[config.mk]
export PLATFORM = sky130hd
export DESIGN_NAME = gif_animation_detector
export DESIGN_NICKNAME = d
export VERILOG_FILES = /design/src/sv/gifad_pkg.sv /design/src/sv/gifad_in_reg.sv /design/src/sv/gifad_parser.sv /design/src/sv/gifad_out_reg.sv /design/src/sv/gif_animation_detector.sv
export SDC_FILE = /design/constraint.sdc
export NUM_CORES = 1
export LEC_CHECK = 0
export BUFFER_PORTS_ARGS = -buffer_cell sky130_fd_sc_hd__buf_2
export CAP_MARGIN = 5
export CORE_MARGIN = 4
export CORE_UTILIZATION = 48
export CTS_BUF_LIST = sky130_fd_sc_hd__clkbuf_8 sky130_fd_sc_hd__clkbuf_16
export DETAILED_ROUTE_END_ITERATION = 10
export GPL_TIMING_DRIVEN = 0
export PLACE_DENSITY = 0.66
export SETUP_SLACK_MARGIN = 0.1
export SYNTH_ARGS = -nofsm -noshare
export SYNTH_HDL_FRONTEND = slang
export SYNTH_SLANG_ARGS = --single-unit
[constraint.sdc]
create_clock -name aclk -period 3.34 [get_ports aclk]
set_input_delay 0.167 -clock aclk [delete_from_list [all_inputs] [get_ports aclk]]
set_output_delay 0.167 -clock aclk [all_outputs]
set_load 0.01 [all_outputs]
[src/sv/gifad_pkg.sv]
// ---------------------------------------------------------------------------
// gifad_pkg: shared types and constants for the GIF animation detector
// Parse phases, verdict reason codes, block introducer bytes and the
// colour table length helper.
// ---------------------------------------------------------------------------
`default_nettype none

package gifad_pkg;

    typedef enum logic [3:0] {
        PH_SIG_G      = 4'd0,
        PH_SIG_I      = 4'd1,
        PH_SIG_F      = 4'd2,
        PH_HEAD_SKIP  = 4'd3,
        PH_SCR_PACKED = 4'd4,
        PH_SCR_TAIL   = 4'd5,
        PH_GTABLE     = 4'd6,
        PH_BLOCK      = 4'd7,
        PH_EXT_LABEL  = 4'd8,
        PH_IMG_DESC   = 4'd9,
        PH_SUB_LEN    = 4'd10,
        PH_IMG_PACKED = 4'd11,
        PH_LTABLE     = 4'd12,
        PH_LZW        = 4'd13,
        PH_SUB_DATA   = 4'd14
    } phase_t;

    typedef enum logic [2:0] {
        RS_FRAME   = 3'd0,
        RS_TRAILER = 3'd1,
        RS_BADSIG  = 3'd2,
        RS_UNKNOWN = 3'd3,
        RS_TRUNC   = 3'd4
    } reason_t;

    localparam logic [7:0] BYTE_EXT     = 8'h21;
    localparam logic [7:0] BYTE_IMAGE   = 8'h2C;
    localparam logic [7:0] BYTE_TRAILER = 8'h3B;
    localparam logic [7:0] CHAR_G       = 8'h47;
    localparam logic [7:0] CHAR_I       = 8'h49;
    localparam logic [7:0] CHAR_F       = 8'h46;

    localparam int SKIP_W = 10;

    localparam logic [SKIP_W-1:0] HEAD_SKIP_LEN = 10'd7;
    localparam logic [SKIP_W-1:0] SCR_TAIL_LEN  = 10'd2;
    localparam logic [SKIP_W-1:0] IMG_DESC_LEN  = 10'd8;

    // One byte step of the parser: whether it gives a verdict, and which.
    typedef struct packed {
        logic    have;
        logic    animated;
        reason_t reason;
    } verdict_t;

    // Colour table size from a packed field byte: 3 * 2^(n+1) when bit 7 is set.
    function automatic logic [SKIP_W-1:0] table_bytes(input logic [7:0] packed_byte);
        logic [3:0] sh;
        sh = {1'b0, packed_byte[2:0]} + 4'd1;
        if (!packed_byte[7]) begin
            return '0;
        end
        return SKIP_W'(10'd3 << sh);
    endfunction

endpackage

`default_nettype wire

[src/sv/gifad_in_reg.sv]
// ---------------------------------------------------------------------------
// gifad_in_reg: input word register
// Holds one byte and its last flag until the parser steps on it.
// ---------------------------------------------------------------------------
`default_nettype none

module gifad_in_reg (
    input  wire logic       aclk,
    input  wire logic       aresetn,
    input  wire logic       s_tvalid,
    output logic            s_tready,
    input  wire logic [7:0] s_tdata,
    input  wire logic       s_tlast,
    input  wire logic       step,
    output logic            byte_valid,
    output logic [7:0]      byte_data,
    output logic            byte_last
);

    logic       valid_reg;
    logic [7:0] data_reg;
    logic       last_reg;

    assign s_tready   = !valid_reg || step;
    assign byte_valid = valid_reg;
    assign byte_data  = data_reg;
    assign byte_last  = last_reg;

    always_ff @(posedge aclk) begin
        if (!aresetn) begin
            valid_reg <= 1'b0;
        end else if (s_tready) begin
            valid_reg <= s_tvalid;
        end
    end

    always_ff @(posedge aclk) begin
        if (s_tvalid && s_tready) begin
            data_reg <= s_tdata;
            last_reg <= s_tlast;
        end
    end

endmodule

`default_nettype wire

[src/sv/gifad_parser.sv]
// ---------------------------------------------------------------------------
// gifad_parser: GIF block structure walker
// Updates the parse state by one byte per step and flags the verdict.
// ---------------------------------------------------------------------------
`default_nettype none

module gifad_parser (
    input  wire logic               aclk,
    input  wire logic               aresetn,
    input  wire logic               step,
    input  wire logic [7:0]         byte_data,
    input  wire logic               byte_last,
    output gifad_pkg::verdict_t     verdict
);

    import gifad_pkg::*;

    phase_t            phase_reg, phase_next;
    logic [SKIP_W-1:0] skip_reg, skip_next;
    logic [SKIP_W-1:0] table_reg, table_next;
    logic              frame_reg, frame_next;
    logic              given_reg, given_next;

    logic [SKIP_W-1:0] skip_dec;
    logic              skip_fin;
    logic [SKIP_W-1:0] tbl_len;
    logic [7:0]        want;
    logic              have;
    logic              anim;
    reason_t           why;

    assign skip_dec = (skip_reg != '0) ? skip_reg - SKIP_W'(1) : '0;
    assign skip_fin = (skip_dec == '0);
    assign tbl_len  = table_bytes(byte_data);

    always_comb begin
        phase_next = phase_reg;
        skip_next  = skip_reg;
        table_next = table_reg;
        frame_next = frame_reg;
        given_next = given_reg;
        have       = 1'b0;
        anim       = 1'b0;
        why        = RS_FRAME;
        want       = CHAR_G;

        if (!given_reg) begin
            unique case (phase_reg)
                PH_SIG_G, PH_SIG_I, PH_SIG_F: begin
                    want = (phase_reg == PH_SIG_G) ? CHAR_G :
                           (phase_reg == PH_SIG_I) ? CHAR_I : CHAR_F;
                    if (byte_data != want) begin
                        have = 1'b1;
                        why  = RS_BADSIG;
                    end else if (phase_reg == PH_SIG_F) begin
                        skip_next  = HEAD_SKIP_LEN;
                        phase_next = PH_HEAD_SKIP;
                    end else if (phase_reg == PH_SIG_G) begin
                        phase_next = PH_SIG_I;
                    end else begin
                        phase_next = PH_SIG_F;
                    end
                end
                PH_HEAD_SKIP: begin
                    skip_next = skip_dec;
                    if (skip_fin) begin
                        phase_next = PH_SCR_PACKED;
                    end
                end
                PH_SCR_PACKED: begin
                    table_next = tbl_len;
                    skip_next  = SCR_TAIL_LEN;
                    phase_next = PH_SCR_TAIL;
                end
                PH_SCR_TAIL: begin
                    skip_next = skip_dec;
                    if (skip_fin) begin
                        if (table_reg != '0) begin
                            skip_next  = table_reg;
                            table_next = '0;
                            phase_next = PH_GTABLE;
                        end else begin
                            phase_next = PH_BLOCK;
                        end
                    end
                end
                PH_GTABLE: begin
                    skip_next = skip_dec;
                    if (skip_fin) begin
                        phase_next = PH_BLOCK;
                    end
                end
                PH_BLOCK: begin
                    if (byte_data == BYTE_TRAILER) begin
                        have = 1'b1;
                        why  = RS_TRAILER;
                    end else if (byte_data == BYTE_EXT) begin
                        phase_next = PH_EXT_LABEL;
                    end else if (byte_data == BYTE_IMAGE) begin
                        if (frame_reg) begin
                            have = 1'b1;
                            anim = 1'b1;
                            why  = RS_FRAME;
                        end else begin
                            frame_next = 1'b1;
                            skip_next  = IMG_DESC_LEN;
                            phase_next = PH_IMG_DESC;
                        end
                    end else begin
                        have = 1'b1;
                        why  = RS_UNKNOWN;
                    end
                end
                PH_EXT_LABEL: begin
                    phase_next = PH_SUB_LEN;
                end
                PH_IMG_DESC: begin
                    skip_next = skip_dec;
                    if (skip_fin) begin
                        phase_next = PH_IMG_PACKED;
                    end
                end
                PH_IMG_PACKED: begin
                    // The table length is taken straight from this byte.
                    if (tbl_len != '0) begin
                        skip_next  = tbl_len;
                        table_next = '0;
                        phase_next = PH_LTABLE;
                    end else begin
                        table_next = '0;
                        phase_next = PH_LZW;
                    end
                end
                PH_LTABLE: begin
                    skip_next = skip_dec;
                    if (skip_fin) begin
                        phase_next = PH_LZW;
                    end
                end
                PH_LZW: begin
                    phase_next = PH_SUB_LEN;
                end
                PH_SUB_LEN: begin
                    if (byte_data == 8'h00) begin
                        phase_next = PH_BLOCK;
                    end else begin
                        skip_next  = SKIP_W'(byte_data);
                        phase_next = PH_SUB_DATA;
                    end
                end
                PH_SUB_DATA: begin
                    skip_next = skip_dec;
                    if (skip_fin) begin
                        phase_next = PH_SUB_LEN;
                    end
                end
                default: begin
                    phase_next = PH_BLOCK;
                end
            endcase

            if (!have && byte_last) begin
                have = 1'b1;
                anim = 1'b0;
                why  = RS_TRUNC;
            end
            if (have) begin
                given_next = 1'b1;
            end
        end

        // The last word of a file returns the parser to its start.
        if (byte_last) begin
            phase_next = PH_SIG_G;
            skip_next  = '0;
            table_next = '0;
            frame_next = 1'b0;
            given_next = 1'b0;
        end
    end

    always_comb begin
        verdict.have     = step && have;
        verdict.animated = anim;
        verdict.reason   = why;
    end

    always_ff @(posedge aclk) begin
        if (!aresetn) begin
            phase_reg <= PH_SIG_G;
            skip_reg  <= '0;
            table_reg <= '0;
            frame_reg <= 1'b0;
            given_reg <= 1'b0;
        end else if (step) begin
            phase_reg <= phase_next;
            skip_reg  <= skip_next;
            table_reg <= table_next;
            frame_reg <= frame_next;
            given_reg <= given_next;
        end
    end

endmodule

`default_nettype wire

[src/sv/gifad_out_reg.sv]
// ---------------------------------------------------------------------------
// gifad_out_reg: verdict result register
// Holds one verdict word until the downstream side takes it.
// ---------------------------------------------------------------------------
`default_nettype none

module gifad_out_reg (
    input  wire logic                aclk,
    input  wire logic                aresetn,
    input  gifad_pkg::verdict_t      verdict,
    output logic                     slot_free,
    output logic                     m_tvalid,
    input  wire logic                m_tready,
    output logic [7:0]               m_tdata
);

    import gifad_pkg::*;

    logic       valid_reg;
    logic       anim_reg;
    reason_t    reason_reg;

    assign slot_free = !valid_reg || m_tready;
    assign m_tvalid  = valid_reg;
    assign m_tdata   = {4'b0000, reason_reg, anim_reg};

    always_ff @(posedge aclk) begin
        if (!aresetn) begin
            valid_reg <= 1'b0;
        end else if (slot_free) begin
            valid_reg <= verdict.have;
        end
    end

    always_ff @(posedge aclk) begin
        if (slot_free && verdict.have) begin
            anim_reg   <= verdict.animated;
            reason_reg <= verdict.reason;
        end
    end

endmodule

`default_nettype wire

[src/sv/gif_animation_detector.sv]
// ---------------------------------------------------------------------------
// gif_animation_detector: GIF animation detector
// Walks the block structure of a byte stream and gives one verdict a file.
// ---------------------------------------------------------------------------
//  channel | direction | tdata (low bit up)                   | tlast
//  s_      | in        | data_byte[7:0]                       | last_byte
//  m_      | out       | animated[0], reason[3:1], zero[7:4]  | -
//
// One byte is taken every cycle while no result word waits; the byte that decides
// a verdict passes through the input word register and then the result register.
// Reset is synchronous and returns the parser to the signature check.
// A waiting result word holds the parser; the input stalls once the input
// register is full as well.
// ---------------------------------------------------------------------------
`default_nettype none

module gif_animation_detector (
    input  wire logic       aclk,
    input  wire logic       aresetn,
    input  wire logic       s_tvalid,
    output logic            s_tready,
    input  wire logic [7:0] s_tdata,   // data_byte[7:0]
    input  wire logic       s_tlast,
    output logic            m_tvalid,
    input  wire logic       m_tready,
    output logic [7:0]      m_tdata    // animated[0], reason[3:1], zero[7:4]
);

    import gifad_pkg::*;

    logic       byte_valid;
    logic [7:0] byte_data;
    logic       byte_last;
    logic       slot_free;
    logic       step;
    verdict_t   verdict;

    assign step = byte_valid && slot_free;

    gifad_in_reg u_in (
        .aclk       (aclk),
        .aresetn    (aresetn),
        .s_tvalid   (s_tvalid),
        .s_tready   (s_tready),
        .s_tdata    (s_tdata),
        .s_tlast    (s_tlast),
        .step       (step),
        .byte_valid (byte_valid),
        .byte_data  (byte_data),
        .byte_last  (byte_last)
    );

    gifad_parser u_parser (
        .aclk      (aclk),
        .aresetn   (aresetn),
        .step      (step),
        .byte_data (byte_data),
        .byte_last (byte_last),
        .verdict   (verdict)
    );

    gifad_out_reg u_out (
        .aclk      (aclk),
        .aresetn   (aresetn),
        .verdict   (verdict),
        .slot_free (slot_free),
        .m_tvalid  (m_tvalid),
        .m_tready  (m_tready),
        .m_tdata   (m_tdata)
    );

    // Only a second image separator may report an animated file.
    assert property (@(posedge aclk) disable iff (!aresetn)
        (m_tvalid && m_tdata[0]) |-> (m_tdata[3:1] == RS_FRAME))
        else $error("animated verdict with a reason other than second frame");

    // Reason codes stay within the defined set and the pad bits stay zero.
    assert property (@(posedge aclk) disable iff (!aresetn)
        m_tvalid |-> (m_tdata[3:1] <= RS_TRUNC && m_tdata[7:4] == 4'h0))
        else $error("verdict word carries an undefined reason or pad bits");

    // A verdict is never taken from the parser while the result slot is busy.
    assert property (@(posedge aclk) disable iff (!aresetn)
        verdict.have |-> step)
        else $error("verdict raised without a parser step");

    // Reset leaves no result pending.
    assert property (@(posedge aclk)
        $past(!aresetn) |-> !m_tvalid)
        else $error("result valid right after reset");

endmodule

`default_nettype wire
==> results.toml <==
[timing]
slew_violations = 0
setup_ws_ps = 257
period_needed_ps = 3080
hold_viol_final = 0
period_share = 0.923
slew_headroom = 0.457
fin_worst_skew_ps = 7.49
setup_tns_ps = 0
timing.fmax_mhz = 324
rsz0062_at_grt = "no"
setup_viol = 0
worstMarginPinSlew_ps = 813

[clock_tree]
clkSinkCount = 41
clkLatencyLatePin_ps = 300
cts_max_level = 2
cts_tree = "yes"
clockBufferDepth = 2
root_buffer = "clkbuf_8"
clkSlewWorstSetupHoldPaths_ps = 80
holdBufCountCts = 0
cts_buffers = 5

[detailed_routing]
vias_per_cell = 6.37
drc = 0
post_drt_wl_per_cell_um = 17.6
drtAntennaViolNets = 0
drt-total-wl_mm = 7.67
drt-initial-drc-count = 348
dr.pass1.iters = 5
vias = 2770

[critical_path]
path_class = "reg2reg"
cp_data_required_time_ps = 3540
reg2reg_depth = 10
rr_endpoint = "u_parser.skip_reg[5]$_SDFFE_PN0P_"
cp_max_fo = 10
worstSetupStartpointType = "flop"
r2r-start = "u_parser.skip_reg[0]$_SDFFE_PN0P_"
rrSetupSlack_ps = 260
end_kind = "flop"
cp.arrival_ps = 3280

[min_path]
hold-path-cell-count = 1
min_from = "s_tdata[1]"
holdPathEnd = "u_in.byte_data[1]$_DFFE_PP_"
hp-class = "in2reg"

[global_route]
grt_max_degree = 14
overflow = 0
antenna_found_initial = 0
grt_first_pass_wirelength_mm = 12.8
grt_pass1_vias = 2551
grtUsageTotal = 0.219

[layout]
syn2layout_area_growth_pct = 11.2
n_antenna_cell = 0
final_area_um2 = 3170
fin_cells = 435
nets = 381
drive_gt1_frac = 0.138

[yosys]
synthFlopType = "dfxtp_1"
syn_inst = 334
synth_seq_area_share = 0.334
synthArstFlopShare = 0
ys_seq_elements = 41
synth_area_um2 = 2850
syn_avg_cell_area_um2 = 8.53
synth_edf_count = 13
synth_cell_types = 71
yosysWarnings = 0

[run_status]
status = "completed"

[placement]
dpl.cell_count = 426
hpwl_mm = 5.80
gp_congestion = 0.969
placedInstanceArea_um2 = 3040
port_buffers = 17
place_ws_ps = -267

[pwr]
p_total_mw = 1.03
vdd.ir_drop.worst_v = 0.000192
leakage_nw = 1.16
p_per_area_nw_per_um2 = 324

[floorplan]
die_w_um = 85.0
dieArea_um2 = 7230
num_rows = 27
io_pins = 23
die_height_um = 85.0
start_util = 0.505
core_area_um2 = 5640

[run]
cap_violations = 0
critical path, cell delays in order, from the launching register on:
cell      delay, ps
dfxtp_1         370
inv_1            80
ha_1            240
or3b_1          400
clkbuf_1        260
o32ai_1         280
nand4_2         270
o31a_4          450
o221ai_1        200
a31oi_1         140
a221o_1         280
report_power, final:
part	switching (mW)	leakage (nW)	total [mW]	internal, mW
sequential	0.0119	0.351	0.538	0.526
combinational	0.0572	0.750	0.0913	0.0341
clock	0.178	0.0593	0.397	0.219
layout make-up:
class | instances | area, um^2
timing repair buffer | 19 | 100
multi-input combinational | 262 | 1770
sequential | 41 | 951
clock buffer | 5 | 68.8
inverter | 9 | 33.8
tap | 72 | 90.1
buffer | 24 | 115
fill | 532 | 2470
clock inverter | 3 | 38.8
worst max-delay path by stage:
stage | start | end | slack [ps]
after floorplan | u_in.byte_data[0]$_DFFE_PP_ | u_parser.skip_reg[1]$_SDFFE_PN0P_ | 440
after global placement | u_in.byte_data[0]$_DFFE_PP_ | u_parser.skip_reg[2]$_SDFFE_PN0P_ | -310
after detailed placement | u_in.byte_data[0]$_DFFE_PP_ | u_parser.skip_reg[5]$_SDFFE_PN0P_ | -270
after CTS | u_in.byte_data[0]$_DFFE_PP_ | u_parser.skip_reg[6]$_SDFFE_PN0P_ | 120
after global routing | u_parser.skip_reg[0]$_SDFFE_PN0P_ | u_parser.skip_reg[5]$_SDFFE_PN0P_ | 110
final | u_parser.skip_reg[0]$_SDFFE_PN0P_ | u_parser.skip_reg[5]$_SDFFE_PN0P_ | 260
placed cells by master (no fill, tap or decap), types with 5 or more instances in the layout:
cell,netlist,layout
nor2_1,30,30
dfxtp_1,28,28
nand2_1,26,26
buf_2,4,21
a21oi_1,21,21
clkbuf_1,16,14
edfxtp_1,13,13
nor2b_1,12,11
nand3_1,10,10
a32o_1,10,10
o21ai_0,10,10
inv_1,8,9
o21ai_1,8,8
nor3_1,7,7
nor4_1,7,7
a31oi_1,7,7
buf_4,5,7
and2_1,6,6
a221o_1,6,6
ha_1,6,6
nand2b_1,5,5
mux2i_1,5,5
clkbuf_8,0,5
routing by layer:
layer,vias up,GRT usage,wire length (um),share of wire
met5,-,0,0,0
met4,0,0.0561,107,0.014
met3,14,0.0369,658,0.086
met2,119,0.321,3240,0.42
met1,1302,0.333,3670,0.48
li1,1335,-,-,-
through the flow:
stage | hold slack (ps) | util
global route | 21.1 | 0.562
detailed placement | 346 | 0.538
global placement | 344 | 0.538
finish | 33.5 | 0.562
CTS | 31.0 | 0.560
floorplan | 266 | -
cell families (layout without fill, tap and decap cells):
group,Yosys count,count (layout),synth area share
compound gates,111,111,0.300
buf+inv,34,60,0.0531
other cells,1,4,0.00132
fa+ha+maj,6,6,0.0263
mux,5,5,0.0176
flops,41,41,0.334
xor+xnor,1,1,0.00307
simple gates,135,135,0.264
repair_timing:
item,CTS,global route
endpoints found under the setup margin,10,10
pin swaps,1,0
resized for setup,2,2
buffers inserted,2,0
cloned,0,0
synth_stat cells (all sizes together) (3+ instances only):
library cell,count,area [um^2]
nor2,32,130
dfxtp,28,561
nand2,26,97.6
a21oi,21,105
o21ai,18,90.1
clkbuf,16,60.1
edfxtp,13,390
nor2b,12,75.1
a32o,10,100
nand3,10,50.1
buf,9,57.6
inv,9,33.8
a31oi,8,56.3
nor3,8,45.0
nor4,8,65.1
a221o,6,60.1
and2,6,37.5
ha,6,75.1
mux2i,5,50.1
nand2b,5,31.3
and3,4,25.0
nor3b,4,30.0
o21a,4,30.0
o22ai,4,25.0
o2bb2ai,4,35.0
o31a,4,43.8
a22o,3,26.3
nand4,3,25.0
or4,3,22.5
Note: power is estimated with default switching activity, not from simulation.
